`src/hdl/scc_pkg.sv`:
```
`timescale 1ns / 1ps

package scc_pkg;

  localparam logic FUNC_TICK = 1'b0;
  localparam logic FUNC_POLL = 1'b1;

  localparam int CFG_INDEX_W = 2;
  localparam logic [CFG_INDEX_W-1:0] CFG_TICK_RELOAD     = 2'd0;
  localparam logic [CFG_INDEX_W-1:0] CFG_COUNTDOWN_START = 2'd1;
  localparam logic [CFG_INDEX_W-1:0] CFG_FIX_LIMIT       = 2'd2;

  localparam logic [15:0] TICK_RELOAD_RST     = 16'd1000;
  localparam logic [7:0]  COUNTDOWN_START_RST = 8'd6;
  localparam logic [15:0] FIX_LIMIT_RST       = 16'd65535;

  localparam int MS_PER_SEC = 1000;
  localparam int QUOT_W     = 7;
  localparam int DIV_SHIFT  = 26;
  localparam int PROD_W     = 34;
  localparam logic [16:0] DIV_MULT = 17'd67109;

endpackage

```
`src/hdl/start_countdown_controller_top.sv`:
```
`timescale 1ns / 1ps

// Start-countdown controller.
// Items arrive on the in_ channel: a tick (in_func low) advances the
// countdown timer while counting, and a poll (in_func high) brings the
// button levels and the GPS time. Every item produces exactly one result
// transfer on the out_ channel carrying the mode, event flags and the
// captured start time.
// Configuration registers are written through the cfg_ channel, which is
// always ready; writes are expected only while the block is idle.
// An input transfer passes through an input register, which also holds the
// millisecond quotient from the reciprocal multiplier, then the state update
// and result register. One item is accepted in every cycle while the result
// side keeps taking transfers.
// When the receiver stalls, the result is held and one further item waits
// in the input register; the input channel stalls after that.
// Synchronous reset returns the block to the init mode with no captured
// start and loads the configuration defaults.
module start_countdown_controller_top
  import scc_pkg::*;
(
  input  logic                   clk,
  input  logic                   rst_n,
  input  logic                   cfg_valid,
  output logic                   cfg_ready,
  input  logic [CFG_INDEX_W-1:0] cfg_index,
  input  logic [15:0]            cfg_data,
  input  logic                   in_valid,
  output logic                   in_stall,
  input  logic                   in_func,
  input  logic                   in_red_button,
  input  logic                   in_green_button,
  input  logic [31:0]            in_gps_seconds,
  input  logic [15:0]            in_gps_millisecond,
  output logic                   out_valid,
  input  logic                   out_stall,
  output logic [2:0]             out_mode,
  output logic                   out_redraw,
  output logic                   out_prompt_event,
  output logic [7:0]             out_prompt_digit,
  output logic                   out_beep_event,
  output logic [31:0]            out_start_seconds,
  output logic [9:0]             out_start_millisecond,
  output logic                   out_start_valid
);

  typedef enum logic [2:0] {
    MODE_INIT  = 3'd0,
    MODE_NOFIX = 3'd1,
    MODE_FIX   = 3'd2,
    MODE_COUNT = 3'd3,
    MODE_HOLD  = 3'd4
  } mode_t;

  logic [15:0] tick_reload_r;
  logic [7:0]  countdown_start_r;
  logic [15:0] fix_limit_r;

  logic              a_valid_r;
  logic              a_func_r;
  logic              a_red_r;
  logic              a_green_r;
  logic [31:0]       a_secs_r;
  logic [15:0]       a_ms_r;
  logic [QUOT_W-1:0] a_quot_r;

  mode_t       mode_r, mode_nxt;
  logic        pending_r, pending_nxt;
  logic [7:0]  count_r, count_nxt;
  logic [15:0] timer_r, timer_nxt;
  logic [31:0] cap_secs_r, cap_secs_nxt;
  logic [9:0]  cap_ms_r, cap_ms_nxt;
  logic        cap_valid_r, cap_valid_nxt;
  logic        red_prev_r, red_prev_nxt;
  logic        green_prev_r, green_prev_nxt;
  logic [31:0] shown_r, shown_nxt;

  logic        redraw_nxt;
  logic        prompt_nxt;
  logic [7:0]  digit_nxt;
  logic        beep_nxt;

  logic [PROD_W-1:0] quot_prod;
  logic [QUOT_W-1:0] quot;
  logic              advance;
  logic              in_accept;
  logic              process;
  logic [15:0]       timer_dec;
  logic [15:0]       ms_rem;
  logic [31:0]       now_secs;
  logic              red_fall;
  logic              green_fall;
  logic              fix;

  assign cfg_ready = 1'b1;
  assign advance   = !out_valid || !out_stall;
  assign in_stall  = a_valid_r && !advance;
  assign in_accept = in_valid && !in_stall;
  assign process   = a_valid_r && advance;

  assign quot_prod = PROD_W'(in_gps_millisecond) * PROD_W'(DIV_MULT);
  assign quot      = QUOT_W'(quot_prod >> DIV_SHIFT);

  assign timer_dec  = timer_r - 16'd1;
  assign ms_rem     = a_ms_r - (16'(a_quot_r) * 16'(MS_PER_SEC));
  assign now_secs   = a_secs_r + 32'(a_quot_r);
  assign red_fall   = red_prev_r && !a_red_r;
  assign green_fall = green_prev_r && !a_green_r;
  assign fix        = a_ms_r < fix_limit_r;

  always_comb begin
    mode_nxt       = mode_r;
    pending_nxt    = pending_r;
    count_nxt      = count_r;
    timer_nxt      = timer_r;
    cap_secs_nxt   = cap_secs_r;
    cap_ms_nxt     = cap_ms_r;
    cap_valid_nxt  = cap_valid_r;
    red_prev_nxt   = red_prev_r;
    green_prev_nxt = green_prev_r;
    shown_nxt      = shown_r;
    redraw_nxt     = 1'b0;
    prompt_nxt     = 1'b0;
    digit_nxt      = 8'd0;
    beep_nxt       = 1'b0;

    if (a_func_r == FUNC_TICK) begin
      if (mode_r == MODE_COUNT) begin
        timer_nxt = timer_dec;
        if (timer_dec == 16'd0) begin
          timer_nxt   = tick_reload_r;
          pending_nxt = 1'b1;
          if (count_r != 8'd0) begin
            count_nxt = count_r - 8'd1;
          end
        end
      end
    end else begin
      unique case (mode_r)
        MODE_INIT: begin
          mode_nxt   = MODE_NOFIX;
          redraw_nxt = 1'b1;
        end
        MODE_NOFIX: begin
          if (fix) begin
            mode_nxt   = MODE_FIX;
            redraw_nxt = 1'b1;
          end
        end
        MODE_FIX: begin
          if (!fix) begin
            mode_nxt   = MODE_NOFIX;
            redraw_nxt = 1'b1;
          end else if (green_fall) begin
            mode_nxt   = MODE_COUNT;
            count_nxt  = countdown_start_r;
            timer_nxt  = tick_reload_r;
            redraw_nxt = 1'b1;
          end else if (red_fall && cap_valid_r) begin
            mode_nxt   = MODE_HOLD;
            redraw_nxt = 1'b1;
          end
        end
        default: begin
          if (red_fall) begin
            mode_nxt   = MODE_NOFIX;
            redraw_nxt = 1'b1;
          end
        end
      endcase

      if (pending_r) begin
        if (count_nxt == 8'd0) begin
          cap_secs_nxt  = now_secs;
          cap_ms_nxt    = ms_rem[9:0];
          cap_valid_nxt = 1'b1;
          beep_nxt      = 1'b1;
          mode_nxt      = MODE_HOLD;
          redraw_nxt    = 1'b1;
        end else begin
          prompt_nxt = 1'b1;
          digit_nxt  = count_nxt;
        end
        pending_nxt = 1'b0;
      end

      if (mode_nxt == MODE_FIX) begin
        if (now_secs != shown_r) begin
          redraw_nxt = 1'b1;
        end
        if (redraw_nxt || (now_secs != shown_r)) begin
          shown_nxt = now_secs;
        end
      end

      red_prev_nxt   = a_red_r;
      green_prev_nxt = a_green_r;
    end
  end

  always_ff @(posedge clk) begin
    if (!rst_n) begin
      tick_reload_r     <= TICK_RELOAD_RST;
      countdown_start_r <= COUNTDOWN_START_RST;
      fix_limit_r       <= FIX_LIMIT_RST;
    end else if (cfg_valid && cfg_ready) begin
      unique case (cfg_index)
        CFG_TICK_RELOAD:     tick_reload_r     <= cfg_data;
        CFG_COUNTDOWN_START: countdown_start_r <= cfg_data[7:0];
        CFG_FIX_LIMIT:       fix_limit_r       <= cfg_data;
        default: begin
        end
      endcase
    end
  end

  always_ff @(posedge clk) begin
    if (!rst_n) begin
      a_valid_r <= 1'b0;
    end else if (advance || !a_valid_r) begin
      a_valid_r <= in_accept;
    end
    if (in_accept) begin
      a_func_r  <= in_func;
      a_red_r   <= in_red_button;
      a_green_r <= in_green_button;
      a_secs_r  <= in_gps_seconds;
      a_ms_r    <= in_gps_millisecond;
      a_quot_r  <= quot;
    end
  end

  always_ff @(posedge clk) begin
    if (!rst_n) begin
      mode_r       <= MODE_INIT;
      pending_r    <= 1'b0;
      count_r      <= 8'd0;
      timer_r      <= 16'd0;
      cap_secs_r   <= 32'd0;
      cap_ms_r     <= 10'd0;
      cap_valid_r  <= 1'b0;
      red_prev_r   <= 1'b0;
      green_prev_r <= 1'b0;
      shown_r      <= 32'd0;
      out_valid    <= 1'b0;
    end else begin
      if (process) begin
        mode_r       <= mode_nxt;
        pending_r    <= pending_nxt;
        count_r      <= count_nxt;
        timer_r      <= timer_nxt;
        cap_secs_r   <= cap_secs_nxt;
        cap_ms_r     <= cap_ms_nxt;
        cap_valid_r  <= cap_valid_nxt;
        red_prev_r   <= red_prev_nxt;
        green_prev_r <= green_prev_nxt;
        shown_r      <= shown_nxt;
      end
      if (advance) begin
        out_valid <= a_valid_r;
      end
    end
    if (process) begin
      out_mode              <= mode_nxt;
      out_redraw            <= redraw_nxt;
      out_prompt_event      <= prompt_nxt;
      out_prompt_digit      <= digit_nxt;
      out_beep_event        <= beep_nxt;
      out_start_seconds     <= cap_secs_nxt;
      out_start_millisecond <= cap_ms_nxt;
      out_start_valid       <= cap_valid_nxt;
    end
  end

endmodule
```
`config.mk`:
```
export PLATFORM = sky130hd
export DESIGN_NAME = start_countdown_controller_top
export DESIGN_NICKNAME = d
export VERILOG_FILES = /design/src/hdl/scc_pkg.sv /design/src/hdl/start_countdown_controller_top.sv
export SDC_FILE = /design/constraint.sdc
export NUM_CORES = 1
export LEC_CHECK = 0
export BUFFER_PORTS_ARGS = -buffer_cell sky130_fd_sc_hd__buf_2
export CAP_MARGIN = 20
export CORE_ASPECT_RATIO = 1.1
export CORE_UTILIZATION = 36
export DETAILED_ROUTE_END_ITERATION = 12
export SLEW_MARGIN = 10
export SYNTH_ARGS = -nofsm -noshare
export SYNTH_HDL_FRONTEND = slang
export SYNTH_SLANG_ARGS = --single-unit
```
`constraint.sdc`:
```
create_clock -name clk -period 7.55 [get_ports clk]
set_clock_uncertainty 0.2 [all_clocks]
set_input_delay 0.755 -clock clk [delete_from_list [all_inputs] [get_ports clk]]
set_output_delay 0.755 -clock clk [all_outputs]
set_load 0.01 [all_outputs]
```
Word level (Yosys, flattened, before mapping)
Index checks and enable logic that the tools add are counted.

Flip-flop bits (word level): 262. Bits in latches: 0. Bits in writable memories: 0. Memory bits (read-only): 0. Input port bits: 74. Output and inout bits: 60. Word-level logic and storage cells: 132. Memories: 0.

$add $sub $neg: 4. $mul: 2. Div/mod/pow operators: 0. Magnitude comparators: 1. Eq/ne operators: 10. Shifts and indexed selects: 0. Muxes and demuxes: 50. Bitwise operators: 2. Reductions and logical operators: 34.

Operator list (count): $mux 16 (6); $mux 32 (3); $mux 8 (8); $mul 16x17->33 const B (1); $add 32x7->32 (1); $ne 32x32->1 (1); $mux 10 (3); $mux 3 (9); $mux 1 (19); $logic_not 16->1 (1); $lt 16x16->1 (1); $sub 16x1->16 const B (1); $reduce_and 2->1 (5); $sub 10x10->10 (1); $eq 3x2->1 const B (3); $pmux 3 s3 (1); $logic_not 8->1 (1); $reduce_and 4->1 (2); $reduce_bool 8->1 (1); $sub 8x1->8 const B (1); $logic_not 1->1 (7); $mul 7x3->7 const B (1); $logic_and 1x1->1 (6); $ne 2x1->1 const B (3); 12 further kinds (17).

Logic depth before layout (Yosys ltp)
Word-level depth: 15. Mapped depth: 21. Depth with buffers taken out: 21.

Worst setup path before layout
No wires, ideal clock.

Path type: input to register. Start: in in_gps_millisecond[13]. End: reg a_quot_r[6] (data pin). Setup time: 0.257 ns. Data arrival time: 5.073 ns. Data required time: 7.093 ns. Slack: 2.020 ns. Stages: 19. Buffers on the path: 0. Path through: ha_1 fa_1 fa_1 inv_1 fa_1 inv_1 fa_1 ha_1 ha_1 a21o_1 a21oi_1 nor2b_1 o31a_1 o21ai_0 nand4b_1 a31o_2 a21o_1 a21oi_1 nor2_1.

Longest elaborated chain between the ends: 1.

RTL lines: start: declaration (line start_countdown_controller_top.sv:34) `input logic [15:0] in_gps_millisecond,`; $mul 16x17->33 (line start_countdown_controller_top.sv:101) `assign quot_prod = PROD_W'(in_gps_millisecond) * PROD_W'(DIV_MULT);`; via quot[6] (line start_countdown_controller_top.sv:84) `logic [QUOT_W-1:0] quot;`; end signal: assignment (line start_countdown_controller_top.sv:229) `a_quot_r <= quot;`; end: declaration (line start_countdown_controller_top.sv:65) `logic [QUOT_W-1:0] a_quot_r;`.

The timed path passes the listed nets, and every way through them passes these cells. A chain may end at the register's enable or synchronous reset.

Worst setup path in the final report
Start: in in_gps_millisecond[13]. End: reg a_quot_r[5] (data pin).

Same word-level chain as after synthesis.

==> run metrics <==
outcome finished, final reports clean; root buffer cell clkbuf_16; RSZ-0062 raised after global routing no; total CTS buffers 28; # Post-CTS Setup Buffers 0; Data required, critical path 7.77 ns; Syn Inst Count 1627; asr flop ratio synth 0%; commonest non-fill, non-tap cell in the layout ha_1; fin area 0.01815 sq mm; GPL Wtd Cong 0.9065; Finish-stage setup viols 0; total routing usage reported by global routing 17.97%; Leak 7.782 nW; CP max FO 7; post-route ant nets 0; Post-Synth XOR/XNOR Area 3.857%; post-synthesis mux area share 3.087%; die span in y 222.6 um; Fillers 4239; syn_area_per_cell 9.790 sq um; post-route core utilization 41.69%; Post-synth EDFFs 115; CTS Buffer Depth 3; startpoint types primary input; worst slew pin tran 1.040 ns; critical path type primary input to register; Tcrit/Tclk final 73.26%; via count 12030; htree depth 1; # IOs 134; Clock Latency Late Sink 0.57 ns; grt ovf 0; Die Wd 202.6 um; ys flop type dfxtp_1; Yosys reg bits 262; Synth Area in Adders 18.71%; commonest non-fill, non-tap cells in the layout ha_1, nand2_1, dfxtp_1, a21oi_1, buf_2; initial detailed-routing violation count 963; total area of sequential cells 0.006396 sq mm; Compound-Gate Fraction of Synth Area 13.74%; largest net degree at the start of global routing 72; clk slew on worst S/H paths 0.06 ns; initial antenna violation count 0; quantity of hold-fixing buffers added after cts 0; input/output buffers 132; min Tclk post-route 5.531 ns; Placed Area 0.01711 sq mm; sequential share of the synthesized area 40.16%; Remaining DRCs 0; first-pass GRT wire length 64500 um; maximum clock rate 180.8 MHz; simple-gate share of the synthesized area 15.34%; Worst Hold Class primary input to register; share of cells above drive strength 1 14.86%; CP Capture Type register; Slew headroom 30.68%; clk sink count 262; number of library cell types mapped by synthesis 86; CTS tree built; Detail Placement HPWL 29780 um; Final TNS setup 0 ns; Power Total 0.004153 W; routed wire length 40700 um; antenna cells 0; WL per Instance 17.51 um; fin cells 2324; max cap viols 0; core area 0.04354 sq mm; die area 0.04509 sq mm; DRT Pass-1 Iters 5; vias in the first global route 11740; Area Overhead vs Synth 13.98%; main combinational cell family by area after synthesis adder cells; final net count 2015; vias per cell 5.178; Slew Limit Fails 0; Starting Density 36.58%; multi-input logic area 0.008732 sq mm; Synthesis Warnings 0; cell count after placement 2270; row cnt 80; Mapped Nets 1914; synthesized area 0.01593 sq mm; WP data arrival 5.75 ns; Hold Vio Cnt, Final 0; maximum vdd drop 0.0001492 V; CTS resizes 0; PwrDens 228.8 mW/mm^2
## path summary, 6_finish.rpt
kind / slack, ns / cells after the start / end / from
setup / recovery: 2.02 / 20 / a_quot_r[5]$_DFFE_PP_ / in_gps_millisecond[13]
hold / removal: 0.16 / 1 / a_secs_r[7]$_DFFE_PP_ / in_gps_seconds[7]
setup reg to reg: 2.62 / 12 / shown_r[25]$_SDFFE_PN0P_ / a_quot_r[4]$_DFFE_PP_
hold reg to reg: 0.25 / 2 / cap_secs_r[8]$_SDFFE_PN0P_ / cap_secs_r[8]$_SDFFE_PN0P_
## logic make-up (layout without fill, tap and decap cells)
kind of cell             Yosys count  after routing
AND/OR/NAND/NOR                  499            499
other                              1              1
XOR/XNOR                          62             62
AO/OA/AOI/OAI                    340            340
buffers and inverters            203            326
flip-flops                       262            262
adder cells (fa/ha/maj)          213            213
multiplexers                      47             47
## cell type report
cell class                      count  area share, %
Multi-Input combinational cell   1162          48.10
Timing Repair Buffer              147          4.397
Sequential cell                   262          35.23
Tap cell                          574          3.956
Clock buffer                       39          4.556
Clock inverter                     13          1.110
Inverter                          127          2.647
## routing by layer
layer	vias up	global-route usage, %	wire length [um]
li1	5974	-	-
met1	5752	25.35	19380
met2	264	29.23	18640
met3	44	1.775	1791
met4	0	4.778	883
met5	-	0	0
## flip-flops by register name, summed over array words and instances (netlist names), 10 cells and up
name / count
a_secs_r: 32
cap_secs_r: 32
out_start_seconds: 32
shown_r: 32
a_ms_r: 16
fix_limit_r: 16
tick_reload_r: 16
timer_r: 16
cap_ms_r: 10
out_start_millisecond: 10
## Yosys cell counts (4+ instances only)
library cell	n	share of area, %
nor3b_1	8	0.38
o2111ai_1	6	0.33
a211oi_1	26	1.2
or2_2	20	0.79
o22ai_1	5	0.20
o211a_1	5	0.31
or3_1	7	0.27
and2_1	19	0.75
nand2b_1	19	0.75
or4_1	5	0.24
o21ai_0	59	1.9
xnor2_1	38	2.1
fa_1	42	5.3
buf_2	14	0.44
dfxtp_1	147	18
nand4_1	21	0.82
a21o_1	17	0.80
nand2_1	160	3.8
nor2_1	117	2.8
nor4_1	9	0.35
o211ai_1	21	0.99
inv_1	124	2.9
buf_1	4	0.094
clkbuf_1	53	1.2
o21a_1	5	0.24
o221a_2	5	0.35
edfxtp_1	115	22
xor2_1	19	1.0
and3_1	13	0.51
nor3_1	38	1.2
nor2b_1	12	0.47
a21oi_1	137	4.3
a211oi_2	5	0.39
mux2_2	17	1.2
ha_1	171	13
and4_1	4	0.22
nand3_1	28	0.88
o2111a_1	4	0.28
mux2i_1	30	1.9
## power breakdown
part / internal [W] / switching, W / total [W] / leakage [nW]
registers: 0.00154 / 0.0000490 / 0.00159 / 2.31
clock network: 0.000936 / 0.000589 / 0.00152 / 0.501
logic: 0.000456 / 0.000579 / 0.00103 / 4.97
total: 0.00294 / 0.00122 / 0.00415 / 7.78
## worst max-delay path, stage by stage
cell and delay [ns]:
buf_2 0.16, ha_1 0.22, fa_1 0.40, fa_1 0.52
inv_1 0.05, fa_1 0.54, inv_1 0.06, fa_1 0.48
ha_1 0.32, ha_1 0.31, a21o_1 0.18, a21oi_1 0.13
nor2b_1 0.06, o31a_1 0.26, o21ai_0 0.32, nand4b_1 0.15
a31o_2 0.27, a21o_1 0.21, a21oi_1 0.20, a2bb2oi_1 0.17
## metrics by stage
step	worst slack, ns	hold WS [ns]
2_1_floorplan	2.020	0.2317
3_3_place_gp	1.560	0.2367
3_5_place_dp	1.449	0.2420
4_1_cts	2.039	0.1317
5_1_grt	1.791	0.1344
6_report	2.019	0.1615
Power figures use the tool's default switching activity.
